===== src/sv/rsa_pkg.sv =====
`timescale 1ns / 1ps
// ----------------------------------------------------------------------------
// rsa_pkg
// Shared types and constants for the RPN stack calculator.
// ----------------------------------------------------------------------------
package rsa_pkg;

	localparam int unsigned STACK_DEPTH_DEF = 16;
	localparam int unsigned DATA_W = 32;
	localparam int unsigned KIND_W = 3;
	localparam int unsigned STATUS_W = 3;
	localparam int unsigned DEPTH_OUT_W = 5;

	typedef enum logic [KIND_W-1:0] {
		KIND_PUSH = 3'd0,
		KIND_ADD  = 3'd1,
		KIND_SUB  = 3'd2,
		KIND_MUL  = 3'd3,
		KIND_DIV  = 3'd4,
		KIND_SWAP = 3'd5
	} kind_t;

	typedef enum logic [STATUS_W-1:0] {
		ST_OK        = 3'd0,
		ST_OVERFLOW  = 3'd1,
		ST_UNDERFLOW = 3'd2,
		ST_DIVZERO   = 3'd3,
		ST_EMPTY     = 3'd4,
		ST_FULL      = 3'd5
	} status_t;

	typedef enum logic [3:0] {
		S_IDLE,
		S_RD_RHS,
		S_RD_LHS,
		S_LAT_LHS,
		S_EXEC,
		S_DIV,
		S_FIN,
		S_WR2,
		S_RD_TOP,
		S_LAT_TOP,
		S_OUT
	} state_t;

	// controller -> datapath
	typedef struct packed {
		logic       cap_in;      // latch kind/operand
		logic       rd_rhs;      // read address count-1
		logic       rd_lhs;      // read address count-2
		logic       rd_top;      // read address count-1 for top
		logic       lat_rhs;
		logic       lat_lhs;
		logic       lat_top;
		logic       clr_top;
		logic       exec;        // compute add/sub/mul, start div
		logic       div_step;
		logic       fin;         // resolve status, do first write / count update
		logic       wr2;         // second swap write
	} cmd_t;

	// datapath -> controller
	typedef struct packed {
		logic       is_push;
		logic       is_div;
		logic       is_bin;
		logic       is_swap;
		logic       full;
		logic       lt2;
		logic       empty_after;
		logic       div_done;
	} sts_t;

endpackage


===== src/sv/rsa_ram.sv =====
`timescale 1ns / 1ps
// ----------------------------------------------------------------------------
// rsa_ram
// Single-port-write, single-port-read RAM with registered read data.
// ----------------------------------------------------------------------------
module rsa_ram #(
	parameter int unsigned WIDTH = 32,
	parameter int unsigned DEPTH = 16
) (
	input  logic                     clk,
	input  logic                     we,
	input  logic [$clog2(DEPTH)-1:0] waddr,
	input  logic [WIDTH-1:0]         wdata,
	input  logic [$clog2(DEPTH)-1:0] raddr,
	output logic [WIDTH-1:0]         rdata
);

	logic [WIDTH-1:0] mem_q [DEPTH];

	always_ff @(posedge clk) begin
		if (we) begin
			mem_q[waddr] <= wdata;
		end
		rdata <= mem_q[raddr];
	end

endmodule


===== src/sv/rsa_div.sv =====
`timescale 1ns / 1ps
// ----------------------------------------------------------------------------
// rsa_div
// Restoring divider on magnitudes, one quotient bit per cycle while step is high.
// ----------------------------------------------------------------------------
module rsa_div (
	input  logic                          clk,
	input  logic                          arst_n,
	input  logic                          start,
	input  logic                          step,
	input  logic [rsa_pkg::DATA_W-1:0]    dividend,
	input  logic [rsa_pkg::DATA_W-1:0]    divisor,
	output logic [rsa_pkg::DATA_W-1:0]    quotient,
	output logic                          done
);

	localparam int unsigned W = rsa_pkg::DATA_W;

	logic [W-1:0]         quo_q;
	logic [W-1:0]         den_q;
	logic [W:0]           rem_q;
	logic [$clog2(W):0]   cnt_q;
	logic [W:0]           shifted;
	logic [W:0]           diff;

	assign shifted = {rem_q[W-1:0], quo_q[W-1]};
	assign diff    = shifted - {1'b0, den_q};

	always_ff @(posedge clk or negedge arst_n) begin
		if (!arst_n) begin
			cnt_q <= '0;
		end else if (start) begin
			cnt_q <= ($clog2(W)+1)'(W);
		end else if (step && cnt_q != '0) begin
			cnt_q <= cnt_q - 1'b1;
		end
	end

	always_ff @(posedge clk) begin
		if (start) begin
			quo_q <= dividend;
			den_q <= divisor;
			rem_q <= '0;
		end else if (step && cnt_q != '0) begin
			if (!diff[W]) begin
				rem_q <= diff;
				quo_q <= {quo_q[W-2:0], 1'b1};
			end else begin
				rem_q <= shifted;
				quo_q <= {quo_q[W-2:0], 1'b0};
			end
		end
	end

	assign quotient = quo_q;
	assign done     = (cnt_q == '0);

endmodule


===== src/sv/rsa_dp.sv =====
`timescale 1ns / 1ps
// ----------------------------------------------------------------------------
// rsa_dp
// Datapath: stack RAM, count, operand registers, ALU and divider.
// ----------------------------------------------------------------------------
module rsa_dp #(
	parameter int unsigned STACK_DEPTH = rsa_pkg::STACK_DEPTH_DEF
) (
	input  logic                              clk,
	input  logic                              arst_n,
	input  rsa_pkg::cmd_t                     cmd,
	output rsa_pkg::sts_t                     sts,
	input  logic [rsa_pkg::KIND_W-1:0]        kind,
	input  logic signed [rsa_pkg::DATA_W-1:0] operand,
	output logic [rsa_pkg::STATUS_W-1:0]      status_q,
	output logic signed [rsa_pkg::DATA_W-1:0] top_q,
	output logic [rsa_pkg::DEPTH_OUT_W-1:0]   depth_out
);

	localparam int unsigned W  = rsa_pkg::DATA_W;
	localparam int unsigned AW = (STACK_DEPTH > 1) ? $clog2(STACK_DEPTH) : 1;
	localparam int unsigned CW = $clog2(STACK_DEPTH + 1);

	logic [rsa_pkg::KIND_W-1:0] kind_q;
	logic signed [W-1:0]        opnd_q;
	logic signed [W-1:0]        rhs_q;
	logic signed [W-1:0]        lhs_q;
	logic signed [W+1:0]        sum_q;
	logic signed [2*W-1:0]      prod_q;
	logic                       neg_q;
	logic                       dz_q;
	logic [CW-1:0]              cnt_q;

	logic           we;
	logic [AW-1:0]  waddr;
	logic [W-1:0]   wdata;
	logic [AW-1:0]  raddr;
	logic [W-1:0]   rdata;
	logic [W-1:0]   quo;
	logic           div_done;
	logic [W-1:0]   mag_l;
	logic [W-1:0]   mag_r;
	logic [CW-1:0]  cnt_m1;
	logic [CW-1:0]  cnt_m2;

	logic signed [2*W-1:0] res_wide;
	logic signed [W:0]     qs;
	rsa_pkg::status_t      st;

	assign cnt_m1 = cnt_q - CW'(1);
	assign cnt_m2 = cnt_q - CW'(2);

	assign mag_l = lhs_q[W-1] ? W'(-lhs_q) : lhs_q;
	assign mag_r = rhs_q[W-1] ? W'(-rhs_q) : rhs_q;

	rsa_ram #(.WIDTH(W), .DEPTH(STACK_DEPTH)) u_ram (
		.clk   (clk),
		.we    (we),
		.waddr (waddr),
		.wdata (wdata),
		.raddr (raddr),
		.rdata (rdata)
	);

	rsa_div u_div (
		.clk      (clk),
		.arst_n   (arst_n),
		.start    (cmd.exec),
		.step     (cmd.div_step),
		.dividend (mag_l),
		.divisor  (mag_r),
		.quotient (quo),
		.done     (div_done)
	);

	always_comb begin
		raddr = cnt_m1[AW-1:0];
		if (cmd.rd_lhs) begin
			raddr = cnt_m2[AW-1:0];
		end
	end

	always_comb begin
		qs = neg_q ? -$signed({1'b0, quo}) : $signed({1'b0, quo});
		res_wide = '0;
		case (rsa_pkg::kind_t'(kind_q))
			rsa_pkg::KIND_ADD,
			rsa_pkg::KIND_SUB: res_wide = (2*W)'(sum_q);
			rsa_pkg::KIND_MUL: res_wide = prod_q;
			default:           res_wide = (2*W)'(qs);
		endcase
		if (kind_q == rsa_pkg::KIND_DIV && dz_q) begin
			st = rsa_pkg::ST_DIVZERO;
		end else if (res_wide > (2*W)'(signed'({1'b0, {(W-1){1'b1}}}))) begin
			st = rsa_pkg::ST_OVERFLOW;
		end else if (res_wide < -(2*W)'(signed'({2'b01, {(W-1){1'b0}}}))) begin
			st = rsa_pkg::ST_UNDERFLOW;
		end else begin
			st = rsa_pkg::ST_OK;
		end
	end

	// write port
	always_comb begin
		we    = 1'b0;
		waddr = cnt_q[AW-1:0];
		wdata = opnd_q;
		if (cmd.fin) begin
			if (kind_q == rsa_pkg::KIND_PUSH) begin
				we = !sts.full;
			end else if (kind_q == rsa_pkg::KIND_SWAP) begin
				we    = !sts.lt2;
				waddr = cnt_m2[AW-1:0];
				wdata = rhs_q;
			end else if (sts.is_bin) begin
				we    = !sts.lt2 && st == rsa_pkg::ST_OK;
				waddr = cnt_m2[AW-1:0];
				wdata = res_wide[W-1:0];
			end
		end else if (cmd.wr2) begin
			we    = 1'b1;
			waddr = cnt_m1[AW-1:0];
			wdata = lhs_q;
		end
	end

	always_ff @(posedge clk or negedge arst_n) begin
		if (!arst_n) begin
			cnt_q    <= '0;
			status_q <= rsa_pkg::ST_OK;
		end else if (cmd.fin) begin
			status_q <= rsa_pkg::ST_OK;
			if (sts.is_push) begin
				if (sts.full) begin
					status_q <= rsa_pkg::ST_FULL;
				end else begin
					cnt_q <= cnt_q + CW'(1);
				end
			end else if (sts.is_bin || sts.is_swap) begin
				if (cnt_q == '0) begin
					status_q <= rsa_pkg::ST_EMPTY;
				end else if (sts.lt2) begin
					cnt_q    <= '0;
					status_q <= rsa_pkg::ST_EMPTY;
				end else if (sts.is_bin) begin
					status_q <= st;
					cnt_q    <= (st == rsa_pkg::ST_OK) ? cnt_m1 : cnt_m2;
				end
			end
		end
	end

	always_ff @(posedge clk) begin
		if (cmd.cap_in) begin
			kind_q <= kind;
			opnd_q <= operand;
		end
		if (cmd.lat_rhs) begin
			rhs_q <= rdata;
		end
		if (cmd.lat_lhs) begin
			lhs_q <= rdata;
		end
		if (cmd.exec) begin
			if (kind_q == rsa_pkg::KIND_SUB) begin
				sum_q <= (W+2)'(lhs_q) - (W+2)'(rhs_q);
			end else begin
				sum_q <= (W+2)'(lhs_q) + (W+2)'(rhs_q);
			end
			prod_q <= lhs_q * rhs_q;
			neg_q  <= lhs_q[W-1] ^ rhs_q[W-1];
			dz_q   <= (rhs_q == '0);
		end
		if (cmd.clr_top) begin
			top_q <= '0;
		end else if (cmd.lat_top) begin
			top_q <= rdata;
		end
	end

	assign sts.is_push     = (kind_q == rsa_pkg::KIND_PUSH);
	assign sts.is_div      = (kind_q == rsa_pkg::KIND_DIV);
	assign sts.is_bin      = (kind_q == rsa_pkg::KIND_ADD) || (kind_q == rsa_pkg::KIND_SUB)
		|| (kind_q == rsa_pkg::KIND_MUL) || (kind_q == rsa_pkg::KIND_DIV);
	assign sts.is_swap     = (kind_q == rsa_pkg::KIND_SWAP);
	assign sts.full        = (cnt_q >= CW'(STACK_DEPTH));
	assign sts.lt2         = (cnt_q < CW'(2));
	assign sts.empty_after = (cnt_q == '0);
	assign sts.div_done    = div_done;

	assign depth_out = rsa_pkg::DEPTH_OUT_W'(cnt_q);

endmodule


===== src/sv/rsa_ctrl.sv =====
`timescale 1ns / 1ps
// ----------------------------------------------------------------------------
// rsa_ctrl
// Controller: sequences reads, execution, writes and the result word.
// ----------------------------------------------------------------------------
module rsa_ctrl (
	input  logic          clk,
	input  logic          arst_n,
	input  logic          in_valid,
	output logic          in_ready,
	output logic          out_valid,
	input  logic          out_ready,
	output rsa_pkg::cmd_t cmd,
	input  rsa_pkg::sts_t sts
);

	rsa_pkg::state_t state_q, state_d;

	always_ff @(posedge clk or negedge arst_n) begin
		if (!arst_n) begin
			state_q <= rsa_pkg::S_IDLE;
		end else begin
			state_q <= state_d;
		end
	end

	always_comb begin
		state_d   = state_q;
		cmd       = '0;
		in_ready  = 1'b0;
		out_valid = 1'b0;
		case (state_q)
			rsa_pkg::S_IDLE: begin
				in_ready = 1'b1;
				if (in_valid) begin
					cmd.cap_in = 1'b1;
					state_d    = rsa_pkg::S_RD_RHS;
				end
			end
			rsa_pkg::S_RD_RHS: begin
				cmd.rd_rhs = 1'b1;
				if ((sts.is_bin || sts.is_swap) && !sts.lt2) begin
					state_d = rsa_pkg::S_RD_LHS;
				end else begin
					state_d = rsa_pkg::S_FIN;
				end
			end
			rsa_pkg::S_RD_LHS: begin
				cmd.rd_lhs  = 1'b1;
				cmd.lat_rhs = 1'b1;
				state_d     = rsa_pkg::S_LAT_LHS;
			end
			rsa_pkg::S_LAT_LHS: begin
				cmd.lat_lhs = 1'b1;
				state_d     = sts.is_swap ? rsa_pkg::S_FIN : rsa_pkg::S_EXEC;
			end
			rsa_pkg::S_EXEC: begin
				cmd.exec = 1'b1;
				state_d  = sts.is_div ? rsa_pkg::S_DIV : rsa_pkg::S_FIN;
			end
			rsa_pkg::S_DIV: begin
				cmd.div_step = 1'b1;
				if (sts.div_done) begin
					state_d = rsa_pkg::S_FIN;
				end
			end
			rsa_pkg::S_FIN: begin
				cmd.fin = 1'b1;
				if (sts.is_swap && !sts.lt2) begin
					state_d = rsa_pkg::S_WR2;
				end else begin
					state_d = rsa_pkg::S_RD_TOP;
				end
			end
			rsa_pkg::S_WR2: begin
				cmd.wr2 = 1'b1;
				state_d = rsa_pkg::S_RD_TOP;
			end
			rsa_pkg::S_RD_TOP: begin
				cmd.rd_top = 1'b1;
				state_d    = rsa_pkg::S_LAT_TOP;
			end
			rsa_pkg::S_LAT_TOP: begin
				if (sts.empty_after) begin
					cmd.clr_top = 1'b1;
				end else begin
					cmd.lat_top = 1'b1;
				end
				state_d = rsa_pkg::S_OUT;
			end
			rsa_pkg::S_OUT: begin
				out_valid = 1'b1;
				if (out_ready) begin
					state_d = rsa_pkg::S_IDLE;
				end
			end
			default: begin
				state_d = rsa_pkg::S_IDLE;
			end
		endcase
	end

endmodule


===== src/sv/rpn_stack_alu.sv =====
`timescale 1ns / 1ps
// ----------------------------------------------------------------------------
// rpn_stack_alu
// 32-bit signed reverse-Polish stack calculator.
// ----------------------------------------------------------------------------
// One word in, one word out. A push, an unused kind, or an operation that
// finds fewer than two values skips the operand latches and execution;
// add, subtract and multiply latch two values and execute, swap latches two
// and writes twice, and divide runs the restoring divider at one quotient
// bit per cycle. The stack lives in a single-write, single-read RAM, so each
// operand read and each write takes its own state. One word is handled at a
// time; the next is accepted in the cycle after the result word is taken.
// ----------------------------------------------------------------------------
module rpn_stack_alu #(
	parameter int unsigned STACK_DEPTH = rsa_pkg::STACK_DEPTH_DEF
) (
	input  logic                                clk,
	input  logic                                arst_n,
	input  logic                                in_valid,
	output logic                                in_ready,
	input  logic [rsa_pkg::KIND_W-1:0]          kind,
	input  logic signed [rsa_pkg::DATA_W-1:0]   operand,
	output logic                                out_valid,
	input  logic                                out_ready,
	output logic [rsa_pkg::STATUS_W-1:0]        status,
	output logic signed [rsa_pkg::DATA_W-1:0]   top_value,
	output logic [rsa_pkg::DEPTH_OUT_W-1:0]     depth
);

	rsa_pkg::cmd_t cmd;
	rsa_pkg::sts_t sts;

	rsa_ctrl u_ctrl (
		.clk       (clk),
		.arst_n    (arst_n),
		.in_valid  (in_valid),
		.in_ready  (in_ready),
		.out_valid (out_valid),
		.out_ready (out_ready),
		.cmd       (cmd),
		.sts       (sts)
	);

	rsa_dp #(.STACK_DEPTH(STACK_DEPTH)) u_dp (
		.clk       (clk),
		.arst_n    (arst_n),
		.cmd       (cmd),
		.sts       (sts),
		.kind      (kind),
		.operand   (operand),
		.status_q  (status),
		.top_q     (top_value),
		.depth_out (depth)
	);

endmodule

===== config.mk =====
export PLATFORM = sky130hd
export DESIGN_NAME = rpn_stack_alu
export DESIGN_NICKNAME = d
export VERILOG_FILES = /design/src/sv/rsa_pkg.sv /design/src/sv/rsa_ram.sv /design/src/sv/rsa_div.sv /design/src/sv/rsa_dp.sv /design/src/sv/rsa_ctrl.sv /design/src/sv/rpn_stack_alu.sv
export SDC_FILE = /design/constraint.sdc
export NUM_CORES = 2
export LEC_CHECK = 0
export BUFFER_PORTS_ARGS = -buffer_cell sky130_fd_sc_hd__buf_4
export CORE_ASPECT_RATIO = 0.8
export CORE_MARGIN = 3
export CORE_UTILIZATION = 50
export CTS_CLUSTER_SIZE = 10
export DETAILED_ROUTE_END_ITERATION = 7
export PLACE_DENSITY = 0.8
export SETUP_SLACK_MARGIN = 0.02
export SYNTH_ARGS = -nofsm -noshare
export SYNTH_HDL_FRONTEND = slang
export SYNTH_SLANG_ARGS = --single-unit

===== constraint.sdc =====
create_clock -name clk -period 8.8 [get_ports clk]
set_input_delay 1.32 -clock clk [delete_from_list [all_inputs] [get_ports clk]]
set_output_delay 1.32 -clock clk [all_outputs]
set_load 0.01 [all_outputs]

==> reports/qor.txt <==
Max FO, Critical Path: 14
Clock latency on the worst-skew pair: 750 ps
Placer Congestion: 0.998
Post-route insts no fill: 8932
First DRT Iteration DRCs: 6087
Seq/Total Area, Yosys: 0.335
Placement Rows: 127
Vias in the first global route: 56.0k
Netlist cell types: 85
Setup slack, reg-to-reg: 280 ps
Final Hold Vio Count: 0
Commonest non-fill, non-tap cell in the layout: fa_1
CTS Buf Count: 101
Number of flops mapped to enable cells by yosys: 774
Congestion Overflow GR: 0
Clock root buffer: clkbuf_16
Slew Limit Fails: 0
Hold endpoint: u_dp.u_div.rem_q[19]$_SDFFE_PP0P_
Crit. End Element: flip-flop
Io pins: 81
Post-synthesis cell count: 6800
Worst Path Required: 9280 ps
Leading cell types in the layout, fill and taps excluded: 1084 x fa_1, 1045 x inv_1, 774 x edfxtp_1
CP cell instances: nand2_1 -> fa_1 -> inv_1 -> fa_1 -> fa_1 -> fa_1 -> fa_1 -> fa_1 -> fa_1 -> inv_1 -> fa_1 -> inv_1 -> ha_1 -> nand3_1 -> nor3_1 -> nand3_1 -> nor4_2 -> a211oi_1 -> buf_4 -> o211a_1 -> o31ai_1 -> a21oi_1 -> xnor2_1
# DRC: 0
Top cell by count, worst path: fa_1
Detail Placement HPWL: 164 mm
Hold-fix buffers, CTS: 0
First-pass GRT wire length: 344 mm
Hold Crit Class: flip-flop to flip-flop
Syn_nets: 8184
Core Footprint: 151000 um2
Total Neg Setup Slack: 0 ps
Gr usage total: 0.289
#FFs+latches synth: 888
WP buf/inv: 4
Syn-to-layout area delta: 9.19%
FF-to-FF End: u_dp.prod_q[63]$_DFFE_PP_
Placed cells: 8717
Hold_sp: u_dp.u_div.rem_q[18]$_SDFFE_PP0P_
Status: finished, final reports clean
Routed WL per cell: 25.1 um
R2R depth: 23
Synth warn: 0
Crit path kind: flip-flop to flip-flop
Worst-Margin Slew: 1490 ps
Net count, final: 8216
Clock Skew: 107 ps
Slowest cell on crit path: edfxtp_1
Rel. slew slack: 0.00599
Number of port buffers: 80
CTS Buffer Depth: 3
DRT Pass-1 Iters: 6
Syn avg cell area: 11.2 um2
CTS tree: done
Clk slew on worst S/H paths: 60 ps
Final min period: 8520 ps
Post-DP Area: 80100 um2
Dpl ws: 150 ps
Die X-Extent: 443 um
MaxCap Viol Count: 0
Die boundary height: 356 um
Initial antenna violation count: 10
Design area: 83400 um2
Vias per inst: 5.99
Die area: 158000 um2
Initial Util: 0.507
Post-Syn Area: 76400 um2
Fin crit share: 0.968
Final setup fails: 0
Largest net degree at the start of global routing: 129
Fmax: 117 MHz
Hold Crit Depth: 2
RSZ-0062 raised after global routing: no
FF-to-FF Start: u_dp.rhs_q[24]$_DFFE_PP_
Crit-path max cell delay: 990 ps
Ys flop type: edfxtp_1
Htree depth: 3
Data arrival, critical path: 9000 ps
Final setup margin: 278 ps
Clock sink count: 888
Fillers: 12.1k
Aggregate routed wire length: 224 mm
Critical path's top delay family: adder cells
Detail Route Antenna Nets: 0
Ys async rst share: 0.0203
Startpoint Class: flip-flop
Via count: 53.5k
Share of cells above drive strength 1: 0.0973
[cell type report]
cell class | instances | area (um2) | area share
flip-flops and latches | 888 | 25600 | 0.307
well taps | 1999 | 2500 | 0.0300
diodes | 13 | 32.5 | 0.000390
inverters | 1048 | 3940 | 0.0472
clock buffers | 181 | 2900 | 0.0348
clock inverters | 10 | 211 | 0.00254
multi-input cells | 4458 | 45500 | 0.546
repair buffers | 335 | 2690 | 0.0323
[sequential cells by signal, summed over array words and instances, names as in the netlist]
signal               cells
u_dp.sum_q              33
u_dp.u_ram.rdata        32
u_dp.lhs_q              32
u_dp.kind_q              3
u_dp.top_q              32
u_dp.opnd_q             32
u_dp.u_div.rem_q        32
u_dp.depth_out           5
u_dp.dz_q                1
u_ctrl.state_q           4
u_dp.u_div.cnt_q         6
u_dp.neg_q               1
u_dp.u_ram.mem_q       512
u_dp.rhs_q              32
u_dp.status_q            3
u_dp.u_div.den_q        32
u_dp.prod_q             64
u_dp.u_div.quotient     32
[cell usage after synthesis (all sizes together), types with 35 or more instances]
cell | count | area [um2]
nor3 | 49 | 250
a211oi | 47 | 353
nor2b | 52 | 325
fa | 1084 | 21700
o21ai | 212 | 1060
clkbuf | 343 | 1290
a22o | 37 | 324
o31ai | 35 | 263
xnor2 | 141 | 1230
a21o | 69 | 518
nand3 | 49 | 245
mux4 | 128 | 2880
nand2 | 764 | 2870
mux2i | 53 | 531
nor2 | 173 | 649
inv | 1045 | 3920
buf | 63 | 249
ha | 261 | 3270
xor2 | 105 | 920
dfxtp | 96 | 1920
and2 | 518 | 3240
edfxtp | 774 | 23200
a21oi | 241 | 1210
a22oi | 38 | 285
[how the worst max path moves through the flow]
stage	startpoint	endpoint	slack, ps	cells after the start
floorplan	u_dp.lhs_q[31]$_DFFE_PP_	u_dp.prod_q[60]$_DFFE_PP_	600	29
global placement	u_dp.rhs_q[13]$_DFFE_PP_	u_dp.prod_q[63]$_DFFE_PP_	150	25
detailed placement	u_dp.rhs_q[13]$_DFFE_PP_	u_dp.prod_q[63]$_DFFE_PP_	150	25
CTS	u_dp.rhs_q[13]$_DFFE_PP_	u_dp.prod_q[63]$_DFFE_PP_	110	25
global route	u_dp.lhs_q[31]$_DFFE_PP_	u_dp.prod_q[61]$_DFFE_PP_	40	25
finish	u_dp.rhs_q[24]$_DFFE_PP_	u_dp.prod_q[63]$_DFFE_PP_	280	23
[worst min-delay path, cell delays in order, from the launching register on]
cell and delay, ps:
dfxtp_1 330, nand2_1 60, a31oi_1 70
[cell families after synthesis]
kind of cell / count (synthesis) / synth area share
buf+inv: 1454 / 0.0716
xor+xnor: 246 / 0.0282
fa+ha+maj: 1345 / 0.327
compound gates: 884 / 0.0749
simple gates: 1771 / 0.114
mux: 212 / 0.0493
flops: 888 / 0.335
[what timing repair did]
| action | CTS | global route |
|---|---|---|
| setup buffers | 0 | 11 |
| setup endpoints to repair | 0 | 6 |
| resized for setup | 0 | 4 |
[metal layers]
layer | part of all wire | global-route usage
met1 | 0.38 | 0.395
met2 | 0.44 | 0.431
met4 | 0.046 | 0.122
met3 | 0.13 | 0.0847
met5 | 0.00017 | 0
[metrics by stage]
stage	hold WS, ps	util
2_1_floorplan	426	-
3_3_place_gp	465	0.531
3_5_place_dp	467	0.531
4_1_cts	431	0.552
5_1_grt	471	0.553
6_report	435	0.553
Power is not shown: default switching activity piles up to over one toggle a cycle in this logic, so the estimate is an artifact.
